<file path="src/hdl/mptl_pkg.sv">
// Shared types and constants for the max-pieces three-lengths DP unit.
// No dependencies; used by every module under hdl/.
package mptl_pkg;

  localparam int LEN_W = 10;
  localparam int CNT_W = 11;
  localparam int TIME_MAX = (2 ** LEN_W) - 1;
  localparam logic [CNT_W-1:0] UNREACH = {CNT_W{1'b1}};

  typedef enum logic [2:0] {
    ST_IDLE,
    ST_FILL_AB,
    ST_FILL_C,
    ST_FILL_LAST,
    ST_SEARCH,
    ST_TRACE,
    ST_DONE
  } mptl_state_t;

  typedef struct packed {
    logic             reach;
    logic [CNT_W-1:0] value;
    logic [LEN_W-1:0] len;
  } mptl_choice_t;

  typedef struct packed {
    logic             status;
    logic [LEN_W-1:0] used_time;
    logic [LEN_W-1:0] leftover_time;
    logic [LEN_W-1:0] task_count;
    logic [LEN_W-1:0] uses_a;
    logic [LEN_W-1:0] uses_b;
    logic [LEN_W-1:0] uses_c;
  } mptl_result_t;

endpackage

</file>
<file path="src/hdl/mptl_choose.sv">
// Three-way best-count selection for one table entry.
// Ties go to length a, then b. Depends on mptl_pkg.
module mptl_choose #(
  parameter int AW = 10
) (
  input  logic [AW-1:0]              t,
  input  logic [mptl_pkg::LEN_W-1:0] la,
  input  logic [mptl_pkg::LEN_W-1:0] lb,
  input  logic [mptl_pkg::LEN_W-1:0] lc,
  input  logic [mptl_pkg::CNT_W-1:0] ca_raw,
  input  logic [mptl_pkg::CNT_W-1:0] cb_raw,
  input  logic [mptl_pkg::CNT_W-1:0] cc_raw,
  output mptl_pkg::mptl_choice_t     choice
);

  logic [mptl_pkg::LEN_W-1:0] t_ext;
  logic [mptl_pkg::CNT_W-1:0] ca;
  logic [mptl_pkg::CNT_W-1:0] cb;
  logic [mptl_pkg::CNT_W-1:0] cc;
  logic [mptl_pkg::CNT_W-1:0] best;
  logic                       pick_a;
  logic                       pick_b;

  function automatic logic ge(input logic [mptl_pkg::CNT_W-1:0] x,
                              input logic [mptl_pkg::CNT_W-1:0] y);
    if (x == mptl_pkg::UNREACH) begin
      return y == mptl_pkg::UNREACH;
    end
    if (y == mptl_pkg::UNREACH) begin
      return 1'b1;
    end
    return x >= y;
  endfunction

  assign t_ext = mptl_pkg::LEN_W'(t);
  assign ca = (la == '0 || la > t_ext) ? mptl_pkg::UNREACH : ca_raw;
  assign cb = (lb == '0 || lb > t_ext) ? mptl_pkg::UNREACH : cb_raw;
  assign cc = (lc == '0 || lc > t_ext) ? mptl_pkg::UNREACH : cc_raw;

  assign pick_a = ge(ca, cb) && ge(ca, cc);
  assign pick_b = ge(cb, ca) && ge(cb, cc);

  always_comb begin
    if (pick_a) begin
      best       = ca;
      choice.len = la;
    end else if (pick_b) begin
      best       = cb;
      choice.len = lb;
    end else begin
      best       = cc;
      choice.len = lc;
    end
    choice.reach = (best != mptl_pkg::UNREACH);
    choice.value = choice.reach ? best + mptl_pkg::CNT_W'(1) : mptl_pkg::UNREACH;
  end

endmodule

</file>
<file path="src/hdl/mptl_seq.sv">
// Sequencer: table fill, downward search and predecessor walk.
// Depends on mptl_pkg and mptl_choose; drives the mptl_tables ports.
module mptl_seq #(
  parameter int TOTAL_CAP = 1023,
  parameter int AW        = 10
) (
  input  logic                       clk,
  input  logic                       rst_n,
  input  logic                       in_valid,
  input  logic [mptl_pkg::LEN_W-1:0] in_total_time,
  input  logic [mptl_pkg::LEN_W-1:0] in_length_a,
  input  logic [mptl_pkg::LEN_W-1:0] in_length_b,
  input  logic [mptl_pkg::LEN_W-1:0] in_length_c,
  output logic                       busy,
  output logic                       res_valid,
  input  logic                       res_take,
  output mptl_pkg::mptl_result_t     res,
  output logic                       cnt_we,
  output logic [AW-1:0]              cnt_waddr,
  output logic [mptl_pkg::CNT_W-1:0] cnt_wdata,
  output logic [AW-1:0]              cnt_raddr0,
  output logic [AW-1:0]              cnt_raddr1,
  input  logic [mptl_pkg::CNT_W-1:0] cnt_rdata0,
  input  logic [mptl_pkg::CNT_W-1:0] cnt_rdata1,
  output logic                       pred_we,
  output logic [AW-1:0]              pred_waddr,
  output logic [AW-1:0]              pred_wdata,
  output logic [AW-1:0]              pred_raddr,
  input  logic [AW-1:0]              pred_rdata
);

  localparam logic [mptl_pkg::LEN_W-1:0] CAP_LEN = mptl_pkg::LEN_W'(TOTAL_CAP);

  mptl_pkg::mptl_state_t      state_r, state_nxt;
  logic [AW-1:0]              t_r, t_nxt;
  logic [AW-1:0]              total_r, total_nxt;
  logic [mptl_pkg::LEN_W-1:0] la_r, la_nxt;
  logic [mptl_pkg::LEN_W-1:0] lb_r, lb_nxt;
  logic [mptl_pkg::LEN_W-1:0] lc_r, lc_nxt;
  logic                       pend_r, pend_nxt;
  logic                       fwd_a_r, fwd_a_nxt;
  logic                       fwd_b_r, fwd_b_nxt;
  logic [mptl_pkg::CNT_W-1:0] fwdval_r, fwdval_nxt;
  logic [mptl_pkg::CNT_W-1:0] ca_r, ca_nxt;
  logic [mptl_pkg::CNT_W-1:0] cb_r, cb_nxt;
  logic [AW-1:0]              u_r, u_nxt;
  logic [AW-1:0]              daddr_r, daddr_nxt;
  logic                       dv_r, dv_nxt;
  logic                       status_r, status_nxt;
  logic [AW-1:0]              used_r, used_nxt;
  logic [mptl_pkg::LEN_W-1:0] cnt_r, cnt_nxt;
  logic [mptl_pkg::LEN_W-1:0] ua_r, ua_nxt;
  logic [mptl_pkg::LEN_W-1:0] ub_r, ub_nxt;
  logic [mptl_pkg::LEN_W-1:0] uc_r, uc_nxt;

  logic [AW-1:0]              wt;
  logic [AW-1:0]              addr_a;
  logic [AW-1:0]              addr_b;
  logic [AW-1:0]              addr_c;
  logic [AW-1:0]              step;
  logic [mptl_pkg::LEN_W-1:0] step_ext;
  logic [AW-1:0]              total_sat;
  logic                       do_wr;
  mptl_pkg::mptl_choice_t     choice;

  assign wt = (state_r == mptl_pkg::ST_FILL_LAST) ? t_r : t_r - AW'(1);
  assign addr_a = t_r - AW'(la_r);
  assign addr_b = t_r - AW'(lb_r);
  assign addr_c = t_r - AW'(lc_r);
  assign step = t_r - pred_rdata;
  assign step_ext = mptl_pkg::LEN_W'(step);
  assign total_sat = (in_total_time > CAP_LEN) ? AW'(TOTAL_CAP) : AW'(in_total_time);
  assign do_wr = (state_r == mptl_pkg::ST_FILL_AB && pend_r) ||
                 (state_r == mptl_pkg::ST_FILL_LAST);

  mptl_choose #(.AW(AW)) u_choose (
    .t      (wt),
    .la     (la_r),
    .lb     (lb_r),
    .lc     (lc_r),
    .ca_raw (ca_r),
    .cb_raw (cb_r),
    .cc_raw (cnt_rdata1),
    .choice (choice)
  );

  always_ff @(posedge clk) begin
    if (!rst_n) begin
      state_r <= mptl_pkg::ST_IDLE;
    end else begin
      state_r <= state_nxt;
    end
  end

  always_ff @(posedge clk) begin
    t_r      <= t_nxt;
    total_r  <= total_nxt;
    la_r     <= la_nxt;
    lb_r     <= lb_nxt;
    lc_r     <= lc_nxt;
    pend_r   <= pend_nxt;
    fwd_a_r  <= fwd_a_nxt;
    fwd_b_r  <= fwd_b_nxt;
    fwdval_r <= fwdval_nxt;
    ca_r     <= ca_nxt;
    cb_r     <= cb_nxt;
    u_r      <= u_nxt;
    daddr_r  <= daddr_nxt;
    dv_r     <= dv_nxt;
    status_r <= status_nxt;
    used_r   <= used_nxt;
    cnt_r    <= cnt_nxt;
    ua_r     <= ua_nxt;
    ub_r     <= ub_nxt;
    uc_r     <= uc_nxt;
  end

  always_comb begin
    state_nxt  = state_r;
    t_nxt      = t_r;
    total_nxt  = total_r;
    la_nxt     = la_r;
    lb_nxt     = lb_r;
    lc_nxt     = lc_r;
    pend_nxt   = pend_r;
    fwd_a_nxt  = fwd_a_r;
    fwd_b_nxt  = fwd_b_r;
    fwdval_nxt = fwdval_r;
    ca_nxt     = ca_r;
    cb_nxt     = cb_r;
    u_nxt      = u_r;
    daddr_nxt  = daddr_r;
    dv_nxt     = dv_r;
    status_nxt = status_r;
    used_nxt   = used_r;
    cnt_nxt    = cnt_r;
    ua_nxt     = ua_r;
    ub_nxt     = ub_r;
    uc_nxt     = uc_r;

    cnt_we     = do_wr;
    cnt_waddr  = wt;
    cnt_wdata  = choice.value;
    cnt_raddr0 = addr_a;
    cnt_raddr1 = addr_b;
    pred_we    = do_wr && choice.reach;
    pred_waddr = wt;
    pred_wdata = wt - AW'(choice.len);
    pred_raddr = pred_rdata;
    res_valid  = 1'b0;

    unique case (state_r)
      mptl_pkg::ST_IDLE: begin
        if (in_valid) begin
          cnt_we     = 1'b1;
          cnt_waddr  = '0;
          cnt_wdata  = '0;
          pred_we    = 1'b1;
          pred_waddr = '0;
          pred_wdata = '0;
          total_nxt  = total_sat;
          la_nxt     = in_length_a;
          lb_nxt     = in_length_b;
          lc_nxt     = in_length_c;
          t_nxt      = AW'(1);
          pend_nxt   = 1'b0;
          status_nxt = 1'b0;
          used_nxt   = '0;
          cnt_nxt    = '0;
          ua_nxt     = '0;
          ub_nxt     = '0;
          uc_nxt     = '0;
          state_nxt  = (total_sat == '0) ? mptl_pkg::ST_DONE : mptl_pkg::ST_FILL_AB;
        end
      end
      mptl_pkg::ST_FILL_AB: begin
        // entry wt is written this cycle; reads of it return stale data
        fwd_a_nxt  = pend_r && (addr_a == wt);
        fwd_b_nxt  = pend_r && (addr_b == wt);
        fwdval_nxt = choice.value;
        state_nxt  = mptl_pkg::ST_FILL_C;
      end
      mptl_pkg::ST_FILL_C: begin
        cnt_raddr1 = addr_c;
        ca_nxt = fwd_a_r ? fwdval_r : cnt_rdata0;
        cb_nxt = fwd_b_r ? fwdval_r : cnt_rdata1;
        if (t_r == total_r) begin
          state_nxt = mptl_pkg::ST_FILL_LAST;
        end else begin
          t_nxt     = t_r + AW'(1);
          pend_nxt  = 1'b1;
          state_nxt = mptl_pkg::ST_FILL_AB;
        end
      end
      mptl_pkg::ST_FILL_LAST: begin
        u_nxt     = total_r;
        dv_nxt    = 1'b0;
        state_nxt = mptl_pkg::ST_SEARCH;
      end
      mptl_pkg::ST_SEARCH: begin
        cnt_raddr0 = u_r;
        daddr_nxt  = u_r;
        dv_nxt     = 1'b1;
        if (u_r != '0) begin
          u_nxt = u_r - AW'(1);
        end
        if (dv_r && cnt_rdata0 != mptl_pkg::UNREACH) begin
          used_nxt = daddr_r;
          cnt_nxt  = cnt_rdata0[mptl_pkg::LEN_W-1:0];
          if (daddr_r == '0) begin
            status_nxt = 1'b1;
            state_nxt  = mptl_pkg::ST_DONE;
          end else begin
            pred_raddr = daddr_r;
            t_nxt      = daddr_r;
            state_nxt  = mptl_pkg::ST_TRACE;
          end
        end
      end
      mptl_pkg::ST_TRACE: begin
        if (pred_rdata >= t_r) begin
          state_nxt = mptl_pkg::ST_DONE;
        end else begin
          if (step_ext == la_r) begin
            ua_nxt = ua_r + mptl_pkg::LEN_W'(1);
          end
          if (step_ext == lb_r) begin
            ub_nxt = ub_r + mptl_pkg::LEN_W'(1);
          end
          if (step_ext == lc_r) begin
            uc_nxt = uc_r + mptl_pkg::LEN_W'(1);
          end
          t_nxt = pred_rdata;
          if (pred_rdata == '0) begin
            state_nxt = mptl_pkg::ST_DONE;
          end
        end
      end
      mptl_pkg::ST_DONE: begin
        res_valid = 1'b1;
        if (res_take) begin
          state_nxt = mptl_pkg::ST_IDLE;
        end
      end
      default: begin
        state_nxt = mptl_pkg::ST_IDLE;
      end
    endcase
  end

  assign busy = (state_r != mptl_pkg::ST_IDLE);

  assign res.status        = status_r;
  assign res.used_time     = mptl_pkg::LEN_W'(used_r);
  assign res.leftover_time = mptl_pkg::LEN_W'(total_r - used_r);
  assign res.task_count    = cnt_r;
  assign res.uses_a        = ua_r;
  assign res.uses_b        = ub_r;
  assign res.uses_c        = uc_r;

endmodule

</file>
<file path="config.mk">
export PLATFORM = sky130hd
export DESIGN_NAME = mptl_seq
export DESIGN_NICKNAME = d
export VERILOG_FILES = /design/src/hdl/mptl_pkg.sv /design/src/hdl/mptl_choose.sv /design/src/hdl/mptl_seq.sv
export SDC_FILE = /design/constraint.sdc
export NUM_CORES = 1
export LEC_CHECK = 0
export BUFFER_PORTS_ARGS = -buffer_cell sky130_fd_sc_hd__buf_2
export CAP_MARGIN = 20
export CORE_MARGIN = 2
export CORE_UTILIZATION = 35
export CTS_CLUSTER_SIZE = 28
export DETAILED_ROUTE_END_ITERATION = 6
export SYNTH_ARGS = -nofsm -noshare
export SYNTH_HDL_FRONTEND = slang
export SYNTH_SLANG_ARGS = --single-unit
</file>
<file path="constraint.sdc">
create_clock -name clk -period 9.8 [get_ports clk]
set_input_delay 0.49 -clock clk [delete_from_list [all_inputs] [get_ports clk]]
set_output_delay 0.49 -clock clk [all_outputs]
set_load 0.03 [all_outputs]
</file>
* Yosys cells after proc, flatten, opt, wreduce, memory -nomap -nowiden
Cells that the tools add are included.
** Storage, ports and cells
- Register bits :: 161
- Input port bits :: 76
- Logic and storage cells :: 196
** Cells by class
- Add/sub/neg operators :: 13
- Magnitude comparators :: 9
- Eq/ne operators :: 29
- Mux-type cells :: 89
- Reductions and logical operators :: 35
** Operators with widths (number)
- two-way mux 10 bit :: 28
- one-hot mux 10 bit (2 select lines) :: 6
- two-way mux 11 bit :: 10
- == test 10 bit :: 6
- logical NOT 10 bit :: 6
- subtractor 10 bit :: 6
- greater-or-equal comparator 11 bit :: 4
- adder 10 x 1 -> 10 bit, second input constant :: 4
- one-hot mux 10 bit (4 select lines) :: 1
- == test 11 bit, second input constant :: 3
- two-way mux 1 bit :: 32
- > comparator 10 bit :: 3
- != test 11 bit, second input constant :: 2
- != test 2 bit, second input constant :: 11
- one-hot mux 3 bit (7 select lines) :: 1
- AND reduction 4 bit :: 5
- subtractor 10 x 1 -> 10 bit, second input constant :: 2
- two-way mux 3 bit :: 6
- adder 11 x 1 -> 11 bit, second input constant :: 1
- greater-or-equal comparator 10 bit :: 1
- > comparator 10 bit, second input constant :: 1
- nonzero test 10 bit :: 1
- == test 3 bit, second input constant :: 3
- nonzero test 2 bit :: 4
- other kinds (13) :: 28

* Longest topological paths before layout
Gate-level depths: netlist of the first run.
- Depth after elaboration :: 17
- Depth in mapped cells :: 45
- Depth with buffers taken out :: 40

* By module
From an unflattened synthesis of the first run, not the netlist that was laid out.
** Second synthesis, totals
- Cell total of the unflattened synthesis :: 1501
- Area, all modules :: 13754.4 um^2
** By module, submodules not included
- mptl_seq :: instances 1, cells each 1113, area each 11013.1 um^2, seq. area each 4804.6 um^2
- mptl_choose :: instances 1, cells each 388, area each 2741.4 um^2, seq. area each 0.0 um^2

* Worst setup path before layout of the first run
OpenSTA, ideal clock, no wires.
- Kind :: reg2out
- Start :: register t_r[1]
- End :: output pred_wdata[9]
- Arrival time :: 8.986 ns
- Data required time :: 9.310 ns
- Path slack :: 0.324 ns
- Cell stages (with the launch flop) :: 43
- Buffers on the path :: 6
- Cells stage by stage :: edfxtp_1 -> clkbuf_1 -> inv_1 -> ha_1 -> nand2b_1 -> or2_2 -> or4_1 -> xor2_1 -> ha_1 -> nor2_1 -> a41o_1 -> a31oi_1 -> maj3_2 -> a2111oi_4 -> nor2_2 -> clkbuf_1 -> nor2_1 -> ha_1 -> (+7 left out) -> o211a_1 -> or3_1 -> buf_4 -> buf_6 -> buf_6 -> clkbuf_1 -> o21ai_0 -> ha_1 -> a21o_1 -> a21o_1 -> a21o_1 -> a21o_1 -> a21oi_1 -> o21bai_1 -> a21oi_1 -> maj3_1 -> xnor3_1 -> nor2_1
** On the way
- Word-level cells in the longest chain between the ends :: 16
** RTL lines
- start, declared :: RTL line mptl_seq.sv:35 : logic [AW-1:0] t_r, t_nxt;
- start signal, assigned :: RTL line mptl_seq.sv:96 : t_r <= t_nxt;
- subtractor 10 x 1 -> 10 bit :: RTL line mptl_seq.sv:66 : assign wt = (state_r == mptl_pkg::ST_FILL_LAST) ? t_r : t_r - AW'(1);
- two-way mux 10 bit (*) :: RTL line mptl_seq.sv:66
- branches (longest 11 deep; another with greater-or-equal comparator 11 bit)
- subtractor 10 bit (*) :: RTL line mptl_seq.sv:148 : pred_wdata = wt - AW'(choice.len);
- two-way mux 10 bit :: RTL line mptl_seq.sv:154 : if (in_valid) begin
- two-way mux 10 bit (*) :: RTL line mptl_seq.sv:152 : unique case (state_r)
- end, declared :: RTL line mptl_seq.sv:27 : output logic [AW-1:0] pred_wdata,
Every way passes the cells marked *. The select of a mux whose other input is x is not followed.

* Final worst setup path of the first run
- Start :: register t_r[2]
- End :: output pred_wdata[9]
Same word-level chain as after synthesis.

==> metrics.md, run 1 <==
| Metric | Value |
|---|---|
| H-tree depth | `4` |
| Tmin final | `9310 ps` |
| Vias | `11.5k` |
| Synthesized flop and latch total | `161` |
| Asr flop ratio synth | `0%` |
| Final TNS setup | `0 ps` |
| Synth Net Count | `1594` |
| WP buf/inv | `4` |
| Syn. warnings | `0` |
| Met3 WL post-DR | `2.73 mm` |
| First-pass GRT wire length | `65.4 mm` |
| Final Skew | `14.6 ps` |
| Clock buffer depth | `2` |
| Layout cells sized above 1 | `22.4%` |
| Initial core utilization | `35.2%` |
| Clock root buffer | `clkbuf_16` |
| Slowest cell on the critical path | `edfxtp_1` |
| CP startpoint kind | `flip-flop` |
| Fillers | `3752` |
| Area of the die | `39200 µm²` |
| Cells after Synth | `1403` |
| Multi-input gate area | `7720 µm²` |
| Synth unique cells | `84` |
| DR iter-0 viols | `835` |
| Drt pass-1 iters | `7` |
| Most common flop cell mapped by yosys | `edfxtp_1` |
| Placer Congestion | `0.915` |
| CTS tree | `done` |
| CTS clk-pin slew, worst paths | `70 ps` |
| RSZ-0062 raised after global routing | `false` |
| Num Clock Sinks | `161` |
| CP required | `9310 ps` |
| Total Nets Final | `1788` |
| Row cnt | `71` |
| Met2 Wirelength | `20.5 mm` |
| Critical Path Most Common Cell | `a21o_1` |
| DP Area | `14800 µm²` |
| # DRC | `0` |
| Slew @ Worst Pin | `1100 ps` |
| Hpwl dp | `34.6 mm` |
| Area grow syn2layout | `17.9%` |
| Top sig layer | `met4` |
| Vias in the first global route | `11.1k` |
| Post-route clock period utilization | `95.0%` |
| Hold Fails Final Rpt | `0` |
| Max Fclk | `107 MHz` |
| Crit path capture type | `output pin` |
| Initial antenna violation count | `0` |
| TritonCTS Buffers | `17` |
| Number of flops mapped to enable cells by yosys | `158` |
| Port bufs | `211` |
| Worst slew margin | `25.8%` |
| Slew Limit Fails | `0` |
| Met1 wire length | `18.7 mm` |
| Max incr delay on CP | `500 ps` |
| HP Class | `primary input to flip-flop` |
| Total grt overflow | `0` |
| Critical path's top delay family | `simple AND/OR/NAND/NOR gates` |
| Crit Path Max Fanout | `13` |
| Setup CP Type | `flip-flop to output pin` |
| Later-pin clock latency in the skew report | `460 ps` |
| Synth Cell Area | `13200 µm²` |
| Mean Syn Cell Area | `9.39 µm²` |
| I/O pins | `212` |
| Finished Core Util | `41.5%` |
| Drt wl/cell | `20.4 µm` |
| Width of the die | `198 µm` |
| Maxcap violations | `0` |
| Crit path DAT | `8820 ps` |
| ANT nets after route | `0` |
| Final setup fails | `0` |
| Cell taking the most area after synthesis | `edfxtp_1` |
| Routed WL | `43.3 mm` |
| Sequential fraction of the synthesis area | `36.5%` |
| Area contributors post-synth | `edfxtp_1, ha_1, xnor2_1` |
| Biggest regs | `ca_r (11), cb_r (11), fwdval_r (11)` |
| Total track usage | `22.2%` |
| Register area | `4800 µm²` |
| Pin count of the biggest net entering global routing | `57` |
| Core Footprint | `37400 µm²` |
| Die height | `198 µm` |
| # hold bufs at CTS | `0` |
| Share of the synthesized area in the top cell type | `36.0%` |
| Post-layout instance area | `15500 µm²` |
| Via density | `5.40` |
| Status | `finished clean` |
| Antenna cell count | `0` |
## layout by cell type (no fill, tap or decap), types with 34 or more instances in the layout
cell	count
xnor2_1	100
ha_1	109
edfxtp_1	158
inv_1	106
a21oi_1	73
nand2_1	101
buf_2	211
nor2_1	121
xor2_1	55
o21ai_0	76
a21o_1	41
buf_4	34
## routing by layer
metal / up-vias / GRT usage [%]
li1: 5416 / -
met5: - / 0
met1: 5489 / 29.0
met2: 471 / 37.2
met4: 0 / 8.60
met3: 88 / 3.25
## cells by family after synthesis
kind of cell	share of synthesized area, %
muxes	3.25
xor gates and xnor gates	10.8
adders and majority gates	11.7
buffers and inverters	5.78
DFF	36.5
AOI/OAI and AO/OA	14.9
and+or+nand+nor	17.1
## metrics by stage
stage	instances	hold slack (ps)	worst slack [ps]
6_report	2121	212	492
3_3_place_gp	2085	470	615
4_1_cts	2118	193	74.0
3_5_place_dp	2086	486	348
2_1_floorplan	1403	452	324
5_1_grt	2121	195	1.17
## worst register-to-register path: cells and delay by family (launching register included)
family	cells	cell delay, ps
AO/OA/AOI/OAI	13	2730
XOR/XNOR	2	570
adder cells (fa/ha/maj)	4	1290
buffers and inverters	3	760
flip-flops	1	500
AND/OR/NAND/NOR	8	1860
## cells in the mapped netlist, types with 5 or more instances
cell type,count
nand3_1,33
a21boi_0,8
buf_4,14
o211ai_1,12
a21oi_1,75
or4_1,5
xnor2_1,102
o21a_1,5
nand2_1,101
nor4_1,25
a21o_1,41
a31oi_1,10
nor2_1,123
mux2_2,29
nand2b_1,20
ha_1,109
nor3_1,20
inv_1,108
o21bai_1,8
fa_1,6
clkbuf_1,45
nor2b_1,14
and2_1,27
buf_2,6
or2_2,9
and3_1,9
mux2i_1,9
nand4_1,29
edfxtp_1,158
xor2_1,56
and4_1,6
or3_1,10
o21ai_0,77
## path summary, 6_finish.rpt
| kind | start | slack (ps) | endpoint | cells past startpoint |
|---|---|---|---|---|
| setup reg to reg | t_r[2]$_DFFE_PP_ | 1840 | fwdval_r[6]$_DFFE_PP_ | 30 |
| setup / recovery | t_r[2]$_DFFE_PP_ | 490 | pred_wdata[9] | 38 |
| hold reg to reg | u_r[1]$_DFFE_PP_ | 500 | daddr_r[1]$_DFFE_PP_ | 0 |
| hold / removal | in_length_c[3] | 210 | lc_r[3]$_DFFE_PP_ | 1 |
## cell type report
class                   count  area share [%]
clock buffers              18            2.76
well taps                 511            4.12
flip-flops and latches    161            30.9
clock inverters            14            1.40
multi-input cells        1063            49.7
repair buffers            246            8.49
inverters                 108            2.61
## what timing repair did
action / 4_1_cts / 5_1_grt
hold endpoints to repair: 0 / 0
pin swaps: 0 / 3
buffers inserted: 0 / 2
resized for setup: 3 / 20
endpoints found under the setup margin: 1 / 14
Power of run 1 is not shown: default switching activity piles up to over one toggle a cycle in this logic, so the estimate is an artifact.
==> run 2, diff against run 1 <==
Settings changed: MAX_ROUTING_LAYER set to met4.
==> metrics.md, run 2 (synthesis results as in run 1) <==
| Metric | Value |
|---|---|
| Final Skew | `12.6 ps (was 14.6 ps)` |
| Fillers | `3817 (was 3752)` |
| Via density | `5.34 (was 5.40)` |
| Area of the die | `39200 µm² (unchanged)` |
| Drt pass-1 iters | `5 (was 7)` |
| Max Fclk | `107 MHz (about the same)` |
| Most frequent cells in the layout | `buf_2, edfxtp_1, nor2_1, ha_1, inv_1 (unchanged)` |
| Crit path DAT | `8840 ps (was 8820 ps)` |
| CP required | `9310 ps (about the same)` |
| Total grt overflow | `0 (unchanged)` |
| Hold Fails Final Rpt | `0 (unchanged)` |
| H-tree depth | `4 (unchanged)` |
| CP startpoint kind | `flip-flop (unchanged)` |
| Worst hold path stage count | `1 (unchanged)` |
| Critical Path Most Common Cell | `a21o_1 (unchanged)` |
| Post-route clock period utilization | `95.2% (was 95.0%)` |
| Pin count of the biggest net entering global routing | `59 (was 57)` |
| Tmin final | `9330 ps (was 9310 ps)` |
| Hpwl dp | `34.9 mm (was 34.6 mm)` |
| Slew @ Worst Pin | `1090 ps (was 1100 ps)` |
| Vias in the first global route | `11.2k (was 11.1k)` |
| Vias | `11.4k (was 11.5k)` |
| Status | `finished clean (unchanged)` |
| Final setup fails | `0 (unchanged)` |
| Slew Limit Fails | `0 (unchanged)` |
| Layout cells sized above 1 | `23.0% (was 22.4%)` |
| Crit path capture type | `output pin (unchanged)` |
| HP Class | `primary input to flip-flop (unchanged)` |
| Total track usage | `23.4% (was 22.2%)` |
| I/O pins | `212 (unchanged)` |
| Biggest regs | `ca_r (11), cb_r (11), fwdval_r (11) (unchanged)` |
| Setup CP Type | `flip-flop to output pin (unchanged)` |
| Clock root buffer | `clkbuf_16 (unchanged)` |
| Worst slew margin | `26.6% (was 25.8%)` |
| Register area | `4800 µm² (unchanged)` |
| TritonCTS Buffers | `17 (unchanged)` |
| Row cnt | `71 (unchanged)` |
| Max incr delay on CP | `540 ps (was 500 ps)` |
| DP Area | `14800 µm² (about the same)` |
| Multi-input gate area | `7690 µm² (was 7720 µm²)` |
| Fin cells | `2135 (was 2121)` |
| Dpl cells | `2094 (was 2086)` |
| Initial antenna violation count | `1 (was 0)` |
| Num Clock Sinks | `161 (unchanged)` |
| Routed WL | `44.0 mm (was 43.3 mm)` |
| Clock buffer depth | `2 (unchanged)` |
| # DRC | `0 (unchanged)` |
| Width of the die | `198 µm (unchanged)` |
| ANT nets after route | `0 (unchanged)` |
| DR iter-0 viols | `780 (was 835)` |
| Reg2Reg Depth | `31 (was 30)` |
| Total Nets Final | `1801 (was 1788)` |
| Post-layout instance area | `15600 µm² (was 15500 µm²)` |
| # hold bufs at CTS | `0 (unchanged)` |
| Die height | `198 µm (unchanged)` |
| Slowest cell on the critical path | `edfxtp_1 (unchanged)` |
| First-pass GRT wire length | `66.6 mm (was 65.4 mm)` |
| Area grow syn2layout | `18.1% (was 17.9%)` |
| Later-pin clock latency in the skew report | `450 ps (was 460 ps)` |
| Core Footprint | `37400 µm² (unchanged)` |
| Drt wl/cell | `20.6 µm (was 20.4 µm)` |
| Crit Path Max Fanout | `13 (unchanged)` |
| Maxcap violations | `0 (unchanged)` |
| CTS tree | `done (unchanged)` |
| Port bufs | `211 (unchanged)` |
| Initial core utilization | `35.2% (unchanged)` |
| Placer Congestion | `0.953 (was 0.915)` |
| Commonest non-fill, non-tap cell in the layout | `buf_2 (unchanged)` |
| CTS clk-pin slew, worst paths | `70 ps (about the same)` |
| Final TNS setup | `0 ps (unchanged)` |
==> run 2: final cells by class <==
type / count / area share, %
timing repair buffer: 259 / 9.18
clock buffer: 17 / 2.73
sequential: 161 / 30.9
inverter: 108 / 2.60
multi-input combinational: 1063 / 49.4
tap: 511 / 4.11
antenna: 1 / 0.0161
clock inverter: 15 / 1.08
==> run 2: path summary, 6_finish.rpt <==
path	end	from	slack [ps]
max	pred_wdata[9]	t_r[0]$_DFFE_PP_	470
min	la_r[3]$_DFFE_PP_	in_length_a[3]	210
max reg2reg	fwdval_r[6]$_DFFE_PP_	t_r[0]$_DFFE_PP_	1740
min reg2reg	daddr_r[1]$_DFFE_PP_	u_r[1]$_DFFE_PP_	500
==> run 2: repair_timing <==
action,in CTS,in global routing
buffers inserted,0,7
endpoints found under the setup margin,1,14
pin swaps,0,6
resized for setup,1,25
==> run 2: metrics by stage <==
stage / hold WS [ps] / setup slack [ps] / utilization, %
2_1_floorplan: 452 / 324 / -
3_3_place_gp: 477 / 652 / 39.7
3_5_place_dp: 482 / 443 / 39.7
4_1_cts: 189 / 32.8 / 41.2
5_1_grt: 192 / -5.43 / 41.6
6_report: 208 / 473 / 41.6
==> run 2: metal layers <==
layer / vias up / routed length [µm] / track usage (%)
met2: 421 / 20600 / 37.1
met4: 0 / 1570 / 9.52
li1: 5447 / - / -
met1: 5430 / 19200 / 29.6
met5: - / 0 / -
met3: 105 / 2640 / 4.07
==> run 2: critical path: cells and delay by family, from the launching register on <==
family | cells | cell delay, ps
compound gates | 18 | 3210
xor+xnor | 2 | 480
fa+ha+maj | 5 | 1420
buf+inv | 4 | 790
flops | 1 | 540
simple gates | 10 | 1900
Power of run 2 is left out for the same reason.
